===== src/design/apr_pkg.sv =====
package apr_pkg;

    localparam int CoordBits  = 16;
    localparam int SizeBits   = 15;
    localparam int WorkBits   = CoordBits + 2;
    localparam int RegIdxBits = 2;
    localparam int AddrBits   = RegIdxBits + 2;
    localparam int DataBits   = 32;

    localparam logic [RegIdxBits-1:0] REG_OWN_WIDTH  = RegIdxBits'(0);
    localparam logic [RegIdxBits-1:0] REG_OWN_HEIGHT = RegIdxBits'(1);
    localparam logic [RegIdxBits-1:0] REG_RIGID_BOX  = RegIdxBits'(2);

    localparam logic MODE_LOAD    = 1'b0;
    localparam logic MODE_RESOLVE = 1'b1;

    localparam logic signed [WorkBits-1:0] WorkOne  = WorkBits'(1);
    localparam logic signed [WorkBits-1:0] CoordMax = WorkBits'((1 << (CoordBits - 1)) - 1);
    localparam logic signed [WorkBits-1:0] CoordMin = ~CoordMax;

    typedef struct packed {
        logic                        mode;
        logic signed [CoordBits-1:0] box_x;
        logic signed [CoordBits-1:0] box_y;
        logic        [SizeBits-1:0]  box_width;
        logic        [SizeBits-1:0]  box_height;
    } req_t;

    typedef struct packed {
        logic signed [CoordBits-1:0] pos_x;
        logic signed [CoordBits-1:0] pos_y;
        logic                        moved;
        logic                        saturated;
    } rsp_t;

    typedef struct packed {
        logic [SizeBits-1:0] own_width;
        logic [SizeBits-1:0] own_height;
        logic                rigid_box;
    } cfg_t;

    typedef struct packed {
        logic signed [CoordBits-1:0] value;
        logic                        sat;
    } clamp_t;

    function automatic clamp_t clamp_coord(input logic signed [WorkBits-1:0] v);
        clamp_t r;
        if (v > CoordMax)
        begin
            r.value = CoordMax[CoordBits-1:0];
            r.sat   = 1'b1;
        end
        else if (v < CoordMin)
        begin
            r.value = CoordMin[CoordBits-1:0];
            r.sat   = 1'b1;
        end
        else
        begin
            r.value = v[CoordBits-1:0];
            r.sat   = 1'b0;
        end
        return r;
    endfunction

endpackage


===== src/design/apr_cfg_regs.sv =====
module apr_cfg_regs
    import apr_pkg::*;
(
    input  logic                clk,
    input  logic                rst_n,
    input  logic                psel,
    input  logic                penable,
    input  logic                pwrite,
    input  logic [AddrBits-1:0] paddr,
    input  logic [DataBits-1:0] pwdata,
    output logic [DataBits-1:0] prdata,
    output logic                pready,
    output cfg_t                cfg
);

    cfg_t                  cfg_reg;
    cfg_t                  cfg_next;
    logic [RegIdxBits-1:0] reg_idx;
    logic                  wr_en;

    assign reg_idx = paddr[AddrBits-1:2];
    assign wr_en   = psel && penable && pwrite;
    assign pready  = 1'b1;
    assign cfg     = cfg_reg;

    always_comb
    begin
        cfg_next = cfg_reg;
        if (wr_en)
        begin
            unique case (reg_idx)
                REG_OWN_WIDTH:  cfg_next.own_width  = pwdata[SizeBits-1:0];
                REG_OWN_HEIGHT: cfg_next.own_height = pwdata[SizeBits-1:0];
                REG_RIGID_BOX:  cfg_next.rigid_box  = pwdata[0];
                default:        cfg_next = cfg_reg;
            endcase
        end
    end

    always_comb
    begin
        unique case (reg_idx)
            REG_OWN_WIDTH:  prdata = DataBits'(cfg_reg.own_width);
            REG_OWN_HEIGHT: prdata = DataBits'(cfg_reg.own_height);
            REG_RIGID_BOX:  prdata = DataBits'(cfg_reg.rigid_box);
            default:        prdata = '0;
        endcase
    end

    always_ff @(posedge clk or negedge rst_n)
    begin
        if (!rst_n)
        begin
            cfg_reg <= '0;
        end
        else
        begin
            cfg_reg <= cfg_next;
        end
    end

endmodule


===== src/design/apr_solver.sv =====
module apr_solver
    import apr_pkg::*;
(
    input  req_t                        item,
    input  cfg_t                        cfg,
    input  logic signed [CoordBits-1:0] own_x,
    input  logic signed [CoordBits-1:0] own_y,
    output rsp_t                        result
);

    typedef enum logic [1:0] {
        DIR_POS_X,
        DIR_NEG_X,
        DIR_POS_Y,
        DIR_NEG_Y
    } dir_t;

    logic signed [WorkBits-1:0] ox, oy, bx, by, bw, bh, w, h;
    logic signed [WorkBits-1:0] d_pos_x, d_neg_x, d_pos_y, d_neg_y;
    logic signed [WorkBits-1:0] best_d;
    dir_t                       best_dir;
    logic                       same_box;
    logic                       hit;
    clamp_t                     clamp_x;
    clamp_t                     clamp_y;
    clamp_t                     push_val;

    assign ox = WorkBits'(own_x);
    assign oy = WorkBits'(own_y);
    assign bx = WorkBits'(item.box_x);
    assign by = WorkBits'(item.box_y);
    assign bw = WorkBits'(item.box_width);
    assign bh = WorkBits'(item.box_height);
    assign w  = WorkBits'(cfg.own_width);
    assign h  = WorkBits'(cfg.own_height);

    assign same_box = (bx == ox) && (by == oy) && (bw == w) && (bh == h);
    assign hit      = (ox + w > bx) && (ox <= bx + bw) && (oy + h > by) && (oy <= by + bh);

    assign d_pos_x = bx + bw - ox + WorkOne;
    assign d_neg_x = ox + w - bx;
    assign d_pos_y = by + bh - oy + WorkOne;
    assign d_neg_y = oy + h - by;

    // Strict compares keep the earlier direction on a tie.
    always_comb
    begin
        best_d   = d_pos_x;
        best_dir = DIR_POS_X;
        if (d_neg_x < best_d)
        begin
            best_d   = d_neg_x;
            best_dir = DIR_NEG_X;
        end
        if (d_pos_y < best_d)
        begin
            best_d   = d_pos_y;
            best_dir = DIR_POS_Y;
        end
        if (d_neg_y < best_d)
        begin
            best_dir = DIR_NEG_Y;
        end
    end

    assign clamp_x = clamp_coord(bx);
    assign clamp_y = clamp_coord(by);

    always_comb
    begin
        unique case (best_dir)
            DIR_POS_X: push_val = clamp_coord(bx + bw + WorkOne);
            DIR_NEG_X: push_val = clamp_coord(bx - w);
            DIR_POS_Y: push_val = clamp_coord(by + bh + WorkOne);
            DIR_NEG_Y: push_val = clamp_coord(by - h);
            default:   push_val = '0;
        endcase
    end

    always_comb
    begin
        result.pos_x     = own_x;
        result.pos_y     = own_y;
        result.moved     = 1'b0;
        result.saturated = 1'b0;
        if (item.mode == MODE_LOAD)
        begin
            result.pos_x     = clamp_x.value;
            result.pos_y     = clamp_y.value;
            result.saturated = clamp_x.sat || clamp_y.sat;
        end
        else if (!same_box && !cfg.rigid_box && hit)
        begin
            result.moved     = 1'b1;
            result.saturated = push_val.sat;
            if (best_dir == DIR_POS_X || best_dir == DIR_NEG_X)
            begin
                result.pos_x = push_val.value;
            end
            else
            begin
                result.pos_y = push_val.value;
            end
        end
    end

endmodule


===== src/design/aabb_push_out_resolver.sv =====
// Channel   Signals                          Payload
// request   req_valid, req_ready, req        mode, box_x, box_y, box_width, box_height
// result    rsp_valid, rsp_ready, rsp        pos_x, pos_y, moved, saturated
// config    psel, penable, pwrite, paddr,    own_width @ 0x0, own_height @ 0x4,
//           pwdata, prdata, pready           rigid_box @ 0x8
//
// One request per cycle is sustained while rsp_ready holds; the request and the result are each registered.
// The own position register is updated in the same cycle the result is registered,
// so the next request sees it without a bubble.
// Reset clears the config registers, the valid flags and the own position to zero.
// A stalled result holds the request stage; a new request is still accepted while
// the request stage is empty.
module aabb_push_out_resolver
    import apr_pkg::*;
(
    input  logic                clk,
    input  logic                rst_n,
    input  logic                req_valid,
    output logic                req_ready,
    input  req_t                req,
    output logic                rsp_valid,
    input  logic                rsp_ready,
    output rsp_t                rsp,
    input  logic                psel,
    input  logic                penable,
    input  logic                pwrite,
    input  logic [AddrBits-1:0] paddr,
    input  logic [DataBits-1:0] pwdata,
    output logic [DataBits-1:0] prdata,
    output logic                pready
);

    cfg_t                        cfg;
    req_t                        item_reg;
    logic                        item_valid_reg;
    logic                        item_valid_next;
    rsp_t                        rsp_reg;
    rsp_t                        solved;
    logic                        rsp_valid_reg;
    logic                        rsp_valid_next;
    logic signed [CoordBits-1:0] own_x_reg;
    logic signed [CoordBits-1:0] own_y_reg;
    logic                        advance;
    logic                        req_take;

    apr_cfg_regs u_cfg_regs (
        .clk     (clk),
        .rst_n   (rst_n),
        .psel    (psel),
        .penable (penable),
        .pwrite  (pwrite),
        .paddr   (paddr),
        .pwdata  (pwdata),
        .prdata  (prdata),
        .pready  (pready),
        .cfg     (cfg)
    );

    apr_solver u_solver (
        .item   (item_reg),
        .cfg    (cfg),
        .own_x  (own_x_reg),
        .own_y  (own_y_reg),
        .result (solved)
    );

    assign advance   = item_valid_reg && (!rsp_valid_reg || rsp_ready);
    assign req_ready = !item_valid_reg || advance;
    assign req_take  = req_valid && req_ready;
    assign rsp_valid = rsp_valid_reg;
    assign rsp       = rsp_reg;

    always_comb
    begin
        item_valid_next = item_valid_reg;
        if (req_take)
        begin
            item_valid_next = 1'b1;
        end
        else if (advance)
        begin
            item_valid_next = 1'b0;
        end
    end

    always_comb
    begin
        rsp_valid_next = rsp_valid_reg;
        if (advance)
        begin
            rsp_valid_next = 1'b1;
        end
        else if (rsp_ready)
        begin
            rsp_valid_next = 1'b0;
        end
    end

    always_ff @(posedge clk or negedge rst_n)
    begin
        if (!rst_n)
        begin
            item_valid_reg <= 1'b0;
            rsp_valid_reg  <= 1'b0;
            own_x_reg      <= '0;
            own_y_reg      <= '0;
        end
        else
        begin
            item_valid_reg <= item_valid_next;
            rsp_valid_reg  <= rsp_valid_next;
            if (advance)
            begin
                own_x_reg <= solved.pos_x;
                own_y_reg <= solved.pos_y;
            end
        end
    end

    always_ff @(posedge clk)
    begin
        if (req_take)
        begin
            item_reg <= req;
        end
        if (advance)
        begin
            rsp_reg <= solved;
        end
    end

    a_advance_gives_result: assert property (@(posedge clk) disable iff (!rst_n)
        advance |=> rsp_valid_reg)
        else $error("Processed request did not produce a result.");

    a_blocked_item_held: assert property (@(posedge clk) disable iff (!rst_n)
        item_valid_reg && rsp_valid_reg && !rsp_ready |=> item_valid_reg)
        else $error("Pending request was lost while the result was stalled.");

    a_result_matches_state: assert property (@(posedge clk) disable iff (!rst_n)
        rsp_valid_reg |-> (own_x_reg == rsp_reg.pos_x) && (own_y_reg == rsp_reg.pos_y))
        else $error("Pending result disagrees with the own position.");

    a_no_move_on_load: assert property (@(posedge clk) disable iff (!rst_n)
        advance && (item_reg.mode == MODE_LOAD) |=> !rsp_reg.moved)
        else $error("Load request reported a push.");

endmodule

===== config.mk =====
export PLATFORM = sky130hd
export DESIGN_NAME = aabb_push_out_resolver
export DESIGN_NICKNAME = d
export VERILOG_FILES = /design/src/design/apr_pkg.sv /design/src/design/apr_cfg_regs.sv /design/src/design/apr_solver.sv /design/src/design/aabb_push_out_resolver.sv
export SDC_FILE = /design/constraint.sdc
export NUM_CORES = 1
export LEC_CHECK = 0
export BUFFER_PORTS_ARGS = -buffer_cell sky130_fd_sc_hd__clkbuf_2
export CAP_MARGIN = 15
export CORE_ASPECT_RATIO = 0.8
export CORE_UTILIZATION = 35
export CTS_BUF_LIST = sky130_fd_sc_hd__clkbuf_4 sky130_fd_sc_hd__clkbuf_8
export CTS_CLUSTER_DIAMETER = 150
export DETAILED_ROUTE_END_ITERATION = 8
export HOLD_SLACK_MARGIN = 0.05
export SLEW_MARGIN = 10
export SYNTH_ARGS = -nofsm -noshare
export SYNTH_HDL_FRONTEND = slang
export SYNTH_HIERARCHICAL = 1
export SYNTH_SLANG_ARGS = --single-unit

===== constraint.sdc =====
create_clock -name clk -period 23.3 [get_ports clk]
set_input_delay 1.165 -clock clk [delete_from_list [all_inputs] [get_ports clk]]
set_output_delay 1.165 -clock clk [all_outputs]
set_load 0.005 [all_outputs]

# After elaboration in Yosys (flattened, before gate mapping)
# Index checks and enable logic that the tools add are counted.
[totals] register_bits=162 output_inout_bits=69 in_bits=106
[op_classes] n_eq_ne=9 addsub=14 n_reduce_logical=27 muxes=28 magnitude_cmp=19
[op_table] op="17-bit two-way mux" n=12
[op_table] op="18-bit by 16-bit > comparator with 1-bit output, second input constant" n=4
[op_table] op="18-bit by 16-bit < comparator with 1-bit output, second input constant" n=4
[op_table] op="17-bit by 16-bit subtractor with 18-bit output" n=4
[op_table] op="16-bit by 16-bit adder with 17-bit output" n=4
[op_table] op="17-bit one-hot mux with 4 select lines" n=1
[op_table] op="18-bit < comparator" n=3
[op_table] op="15-bit one-hot mux with 3 select lines" n=1
[op_table] op="17-bit by 2-bit adder with 18-bit output, second input constant" n=2
[op_table] op="18-bit by 2-bit adder with 18-bit output, second input constant" n=2
[op_table] op="18-bit two-way mux" n=2
[op_table] op="17-bit by 16-bit > comparator with 1-bit output" n=2
[op_table] op="16-bit by 17-bit <= comparator with 1-bit output" n=2
[op_table] op="34-bit two-way mux" n=1
[op_table] op="16-bit by 16-bit subtractor with 17-bit output" n=2
[op_table] op="16-bit == test" n=2
[op_table] op="16-bit > comparator, second input constant" n=2
[op_table] op="16-bit < comparator, second input constant" n=2
[op_table] op="16-bit two-way mux" n=2
[op_table] op="32-bit two-way mux" n=1
[op_table] op="15-bit == test" n=2
[op_table] op="1-bit logical AND" n=12
[op_table] op="2-bit == test, second input constant" n=3
[op_table] op="1-bit two-way mux" n=6
[op_table] op="other kinds (7)" n=19

# Depth between registers and ports, before layout
# Gate-level depths: netlist of the first run.
[depth] ltp_word=14 ltp_mapped=60 ltp_nobuf=56

# Modules after synthesis
# The synthesis of the first run kept the hierarchy.
[modules_own_cells] module="apr_solver" cells_per_inst=1908 area_each_um2=13291.5 instances=1
[modules_own_cells] module="aabb_push_out_resolver" cells_per_inst=173 area_each_um2=4321.6 instances=1
[modules_own_cells] module="apr_cfg_regs" cells_per_inst=124 area_each_um2=1604.0 instances=1

# Worst setup path before layout of the first run
# No wires, ideal clock.
[synth_path] path_kind="register to register" startpoint="register u_cfg_regs.cfg_reg (netlist bit u_cfg_regs/cfg[16])" endpoint="register own_y_reg[11]" path_stages_with_launch=58 arrival_ns=10.998 n_path_buf=3 setup_time_ns=0.125 setup_slack_ns=12.177 path_cell_list="dfrtp_1 > ha_1 > inv_1 > fa_1 > nor2b_1 > o21ai_0 > a21boi_0 > o21ai_0 > a21boi_0 > o21ai_0 > a21boi_0 > o21ai_0 > a21boi_0 > nor2_1 > ha_1 > a21oi_1 > o21bai_1 > or2_2 > (+22 left out) > clkbuf_1 > nor2_1 > a21oi_1 > ha_1 > a21o_1 > a21o_1 > a21o_1 > a211o_1 > o211ai_1 > and4b_1 > a31oi_1 > nor4b_1 > a22oi_1 > o221a_2 > nand2_1 > a31oi_1 > a221oi_1 > mux2_4"
[synth_rtl] element="from (decl)" line="apr_cfg_regs.sv:16" source="cfg_t cfg_reg;"
[synth_rtl] element="from (signal assigned)" line="apr_cfg_regs.sv:58" source="cfg_reg <= cfg_next;"
[synth_rtl] element="to (signal assigned)" line="aabb_push_out_resolver.sv:115" source="own_y_reg <= solved.pos_y;"
[synth_rtl] element="to (decl)" line="aabb_push_out_resolver.sv:42" source="logic signed [CoordBits-1:0] own_y_reg;"

==> results.txt, run 1 <==
----------------------------------------------------
[Timing]
  Maximum clock frequency ... 65.0 MHz
  Slew Limit Fails ... 0
  Final hold viol count ... 0
  Unrepaired setup endpoints after global routing ... no
  Actual transition at the worst max-transition pin ... 1.11 ns
  Setup violation total in the final timing report ... 0
  Max-slew headroom at the worst pin ... 25.4%
  Setup tns final ... 0 ns
  Skew final ... 0.0190 ns
  Crit share post-route ... 66.0%
  Min Clock Period, post-route ... 15.38 ns

[Floorplan]
  Number of primary I/O pins ... 175
  Overall die width ... 264 um
  Area of the core ... 54,000 sq um
  Cell Rows ... 76
  Floorplan die height ... 212 um
  Initial Util ... 35.6%
  Full die area ... 55,900 sq um

[Worst setup path]
  Peak fanout along the critical path ... 43
  Category of the worst setup path capture point ... flip-flop
  WP data required ... 23.69 ns
  Crit-path slowest cell ... sky130_fd_sc_hd__a31oi_1
  Type of element launching the critical path ... flip-flop
  Max incr delay on CP ... 0.90 ns
  Cell repeated most along the worst path ... sky130_fd_sc_hd__a21o_1
  Worst Path Class, Setup ... flip-flop to flip-flop
  CP arrival ... 15.77 ns

[Logic synthesis]
  Area share of the leading cell type in the synthesized netlist ... 17.8%
  Most common flop cell mapped by yosys ... sky130_fd_sc_hd__edfxtp_1
  Fraction of synthesis flops using an asynchronous set or reset pin ... 40.1%
  Sequential-to-total area share from yosys stat ... 23.6%
  Warning count from the yosys run ... 6
  Synth Register Bits ... 162
  Count of unique library cells instantiated by Yosys ... 92
  Largest area contributor in the synthesized netlist ... sky130_fd_sc_hd__ha_1
  Gate count after technology mapping ... 2,205
  Cell area after synthesis ... 19,200 sq um
  Number of synthesized flops with an enable pin ... 97
  Avg Synthesized Cell Area ... 8.72 sq um
  Area contributors post-synth ... sky130_fd_sc_hd__ha_1, sky130_fd_sc_hd__edfxtp_1, sky130_fd_sc_hd__dfrtp_1

[Clocking]
  Number of setup buffers added after CTS ... 0
  Maximum root-to-sink buffer count ... 2
  H-Tree Depth ... 4
  Clock sink count ... 162
  Clock transition time at the flip-flop clock pins of the worst setup and hold paths ... 0.09 ns
  Post-cts hold buffer count ... 0
  CTS resizes ... 0
  Clock latency at the later pin of the worst-skew pair ... 0.51 ns
  Inserted Clock Buffers ... 17
  Clock tree root driver cell ... sky130_fd_sc_hd__clkbuf_8
  Clock tree from TritonCTS ... built

[GRT]
  Total overflow reported by the global router ... 0
  Wire length of the first global-routing pass ... 108,000 um
  Maximum number of pins on one net before global-route repair ... 66
  Total GRT Usage ... 26.1%
  Number of antenna violations at the first check in global routing ... 1
  Vias in the first global route ... 16,400

[Detailed routing]
  Detailed-route vias per instance ... 5.93
  Vias post-DR ... 18,000
  Post-detailed-route wirelength per cell ... 24.4 um
  Total length of routed wires ... 74,300 um
  Initial detailed-routing violation count ... 2,234
  Post-route antenna net violation count ... 0
  Remaining DRCs ... 0
  Drt first pass iters ... 6

[Hold path]
  Min-delay worst type ... flip-flop to flip-flop

[Flow run]
  Maximum Capacitance Violations ... 0

[Finish]
  Number of flip-flops in the largest register ... 63
  Post-layout instance area ... 21,000 sq um
  Total Nets Final ... 2,717
  Layout Area Growth over Synthesis ... 9.25%
  Count of filler cells inserted in the layout ... 5,496
  Layout cell share with drive strength beyond 1 ... 12.1%

[Placed design]
  Number of buffers added on ports ... 137
  Half-perimeter wire length after detailed placement ... 60,700 um
  Area post-placement ... 20,600 sq um
  Placer Congestion ... 1.01

[Status]
  Run status ... finished, final reports clean

----------------------------------------------------
-- layer usage --
layer  part of all wire, %  track usage [%]  up-vias  wire [um]
met5                     0                0        -          0
met4                   3.3             9.20        0       2460
met3                   9.3             3.95      119       6910
met2                    40             37.0      903      29700
met1                    47             39.4     8718      35200
li1                      -                -     8309          -
-- cells in the mapped netlist, drive strengths merged, types with 42 or more instances --
cell,instances
ha,273
inv,205
nor2,159
a21oi,157
xnor2,151
nand2,129
o21ai,124
edfxtp,97
mux2,66
dfrtp,65
a21o,58
xor2,46
nand4,45
o21a,45
nand3,44
nor3,42
-- final cells by class --
class / instances / area, sq um / share of cell area [%]
antenna: 1 / 2.50 / 0.0119
clock buffer: 20 / 256 / 1.22
clock inverter: 12 / 134 / 0.638
inverter: 205 / 769 / 3.67
multi-input combinational: 1793 / 13600 / 64.9
sequential: 162 / 4540 / 21.6
tap: 702 / 878 / 4.18
timing repair buffer: 149 / 782 / 3.72
-- placed cells by master, fill, tap and decap left out, drive strengths merged, types with 17 or more instances in the layout --
master and n:
dfrtp 65, ha 273, edfxtp 97, a21oi 157, a211oi 23, clkbuf 156
o21ai 124, xnor2 151, nand2 129, nor2 159, a31oi 28, inv 207
a21boi 17, conb 18, a21o 58, o21bai 23, mux2 66, nor2b 31
nand3 44, or3 17, and3 20, o211ai 24, mux2i 24, o21a 45
xor2 46, nor3 42, nand4 45
-- critical path, delay by kind of cell, from the launching register on --
| family | cells | cell delay [ns] |
|---|---|---|
| and+or+nand+nor | 12 | 2.65 |
| muxes | 2 | 0.48 |
| DFF | 1 | 0.68 |
| xor gates and xnor gates | 2 | 0.64 |
| AOI/OAI and AO/OA | 27 | 8.23 |
| adders and majority gates | 5 | 1.93 |
| buffers and inverters | 2 | 0.60 |
-- kinds of logic (layout without fill, tap and decap cells) --
family,count (synthesis),count (layout),share of synthesized area (%)
flip-flops,162,162,23.6
multiplexers,90,90,5.90
AND/OR/NAND/NOR,572,572,14.8
XOR/XNOR,197,197,9.02
AO/OA/AOI/OAI,631,631,21.9
adder cells (fa/ha/maj),285,285,18.9
buffers and inverters,266,386,5.85
other,2,19,0.0391
-- stage by stage --
step | instances | setup slack, ns | hold WS, ns | utilization [%]
after floorplan | 2221 | 12.18 | 0.504 | -
after global placement | 3010 | 8.75 | 0.526 | 38.1
after detailed placement | 3010 | 8.52 | 0.537 | 38.1
after CTS | 3042 | 8.45 | 0.557 | 38.8
after global routing | 3043 | 7.35 | 0.570 | 38.9
final | 3044 | 7.92 | 0.556 | 38.9
-- final timing paths --
check	start	to	slack, ns	cells after the start
worst max register to register	item_reg[47]$_DFFE_PP_	own_y_reg[11]$_DFFE_PN0P_	7.92	50
worst min register to register	item_valid_reg$_DFFE_PN0P_	rsp_valid$_DFFE_PN0P_	0.56	1
worst min-delay path	item_valid_reg$_DFFE_PN0P_	rsp_valid$_DFFE_PN0P_	0.56	1
max in group asynchronous	rst_n	u_cfg_regs/cfg[10]$_DFFE_PN0P_	21.82	1
min in group asynchronous	rst_n	own_x_reg[1]$_DFFE_PN0P_	0.82	1
worst max-delay path	item_reg[47]$_DFFE_PP_	own_y_reg[11]$_DFFE_PN0P_	7.92	50
Power of run 1 is not shown: default switching activity piles up to over one toggle a cycle in this logic, so the estimate is an artifact.
==> inputs of run 2 (changes only) <==
==> constraint.sdc (replaced) <==
create_clock -name clk -period 15.7 [get_ports clk]
set_input_delay 0.785 -clock clk [delete_from_list [all_inputs] [get_ports clk]]
set_output_delay 0.785 -clock clk [all_outputs]
set_load 0.005 [all_outputs]
==> run 2 against run 1 <==
Against the previous run:
- die area unchanged
- sequential share of layout area down 0.11 points
- largest cell class unchanged
- critical path depth grew 4
- setup slack lost 7.1 ns
- worst hold slack got worse by 0.13 ns
- design area rose by 0.52%
- critical path type unchanged
- wire length is 0.21% higher
==> results.txt, run 2 (synthesized netlist as in run 1, its figures left out) <==
----------------------------------------------------
[Floorplan]
  Initial Util ... 35.6%
  Floorplan die height ... 212 um
  Cell Rows ... 76
  Area of the core ... 54,000 sq um
  Number of primary I/O pins ... 175
  Overall die width ... 264 um
  Full die area ... 55,900 sq um

[Worst setup path]
  CP arrival ... 15.32 ns
  WP data required ... 16.14 ns
  End point of the critical path ... own_x_reg[5]$_DFFE_PN0P_
  Worst Path Class, Setup ... flip-flop to flip-flop
  Launch point of the worst path ... u_cfg_regs/cfg[17]$_DFFE_PN0P_
  Critical R2R Capture ... own_x_reg[5]$_DFFE_PN0P_
  Category of the worst setup path capture point ... flip-flop
  Type of element launching the critical path ... flip-flop
  Cell repeated most along the worst path ... sky130_fd_sc_hd__o21ai_0
  Worst r2r src ... u_cfg_regs/cfg[17]$_DFFE_PN0P_
  Peak fanout along the critical path ... 21
  Crit-path slowest cell ... sky130_fd_sc_hd__a222oi_1
  Count of cells along the worst register-to-register path ... 54
  Minimum setup slack among reg-to-reg paths ... 0.82 ns
  Max incr delay on CP ... 0.73 ns

[Placed design]
  Half-perimeter wire length after detailed placement ... 61,200 um
  Placer Congestion ... 0.994
  Number of buffers added on ports ... 137
  Number of cells in the design after placement ... 3,014

[GRT]
  Total overflow reported by the global router ... 0
  Maximum number of pins on one net before global-route repair ... 66
  Vias in the first global route ... 16,400
  Total GRT Usage ... 26.1%
  Wire length of the first global-routing pass ... 107,000 um
  Number of antenna violations at the first check in global routing ... 0

[Clocking]
  Clock tree root driver cell ... sky130_fd_sc_hd__clkbuf_8
  H-Tree Depth ... 4
  Clock transition time at the flip-flop clock pins of the worst setup and hold paths ... 0.10 ns
  Maximum root-to-sink buffer count ... 2
  Clock tree from TritonCTS ... built
  Post-cts hold buffer count ... 0
  Inserted Clock Buffers ... 17
  Clock latency at the later pin of the worst-skew pair ... 0.53 ns
  Clock sink count ... 162

[Finish]
  Antenna diode instance count ... 0
  Layout Area Growth over Synthesis ... 9.81%
  Number of flip-flops in the largest register ... 63
  Total Nets Final ... 2,727
  Count of filler cells inserted in the layout ... 5,431
  Leading cell type in the layout, fill and taps excluded ... sky130_fd_sc_hd__ha_1
  Layout cell share with drive strength beyond 1 ... 12.5%
  Filler-free cell count of the finished design ... 3,053
  Commonest cells after routing, fill and taps aside ... sky130_fd_sc_hd__ha_1, sky130_fd_sc_hd__inv_1, sky130_fd_sc_hd__nor2_1

[Timing]
  Min Clock Period, post-route ... 14.88 ns
  Max-slew headroom at the worst pin ... 18.8%
  Skew final ... 0.0277 ns
  Unrepaired setup endpoints after global routing ... no
  Setup tns final ... 0 ns
  Final hold viol count ... 0
  Maximum clock frequency ... 67.2 MHz
  Slew Limit Fails ... 0
  Crit share post-route ... 94.8%
  Actual transition at the worst max-transition pin ... 1.19 ns
  Setup violation total in the final timing report ... 0

[Detailed routing]
  Remaining DRCs ... 0
  Total length of routed wires ... 74,500 um
  Detailed-route vias per instance ... 5.88
  Post-detailed-route wirelength per cell ... 24.4 um
  Drt first pass iters ... 6
  Initial detailed-routing violation count ... 1,968
  Post-route antenna net violation count ... 0
  Vias post-DR ... 18,000

[Hold path]
  Min-delay worst type ... input port to async pin

[Flow run]
  Maximum Capacitance Violations ... 0

[Status]
  Run status ... finished, final reports clean

----------------------------------------------------
run 2: cell count changes in the layout (fill, tap and decap cells not counted), sizes merged, moves of 2 or more:
cell,delta
buf,+9
clkbuf,-3
clkinv,-2
inv,+6
run 2: routing by layer:
layer | wire (um) | vias up | track usage [%]
met2 | 29500 | 874 | 36.5
met3 | 7520 | 118 | 6.55
met4 | 2790 | 2 | 10.3
met5 | 93 | - | 1.22
met1 | 34500 | 8655 | 37.8
li1 | - | 8304 | -
run 2: worst min-delay path by stage:
stage	startpoint	end	slack, ns	cells past startpoint
2_1_floorplan	rst_n	item_valid_reg$_DFFE_PN0P_	0.49	0
3_3_place_gp	item_valid_reg$_DFFE_PN0P_	rsp_valid$_DFFE_PN0P_	0.53	1
3_5_place_dp	item_valid_reg$_DFFE_PN0P_	rsp_valid$_DFFE_PN0P_	0.54	1
4_1_cts	req[44]	item_reg[44]$_DFFE_PP_	0.39	1
5_1_grt	req[39]	item_reg[39]$_DFFE_PP_	0.41	1
6_report	rst_n	own_x_reg[5]$_DFFE_PN0P_	0.43	1
run 2: through the flow:
stage	hold slack (ns)	instance area, sq um	setup WS [ns]	util [%]
2_1_floorplan	0.489	19300	4.58	-
3_3_place_gp	0.528	20600	1.61	38.2
3_5_place_dp	0.545	20600	1.37	38.2
4_1_cts	0.390	21000	1.32	39.0
5_1_grt	0.409	21100	0.149	39.1
6_report	0.426	21100	0.824	39.1
run 2: worst max-delay path: cells and delay by family, from the launching register on:
kind	cells	cell delay (ns)
muxes	2	0.84
buffers and inverters	4	0.72
DFF	1	0.50
adders and majority gates	5	1.77
AOI/OAI and AO/OA	36	9.70
and+or+nand+nor	7	1.22
run 2: repair_timing:
item | CTS | global route
buffers inserted | 0 | 6
setup endpoints to repair | 0 | 1
hold endpoints to repair | 0 | 0
resized for setup | 0 | 0
run 2: cell type report:
cell class	instances	area, sq um	area share, %
clock buffer	17	234	1.11
clock inverter	15	184	0.872
inverter	205	769	3.65
multi-input combinational	1794	13700	64.7
sequential	162	4540	21.5
tap	702	878	4.16
timing repair buffer	158	846	4.01
Power of run 2 is left out for the same reason.
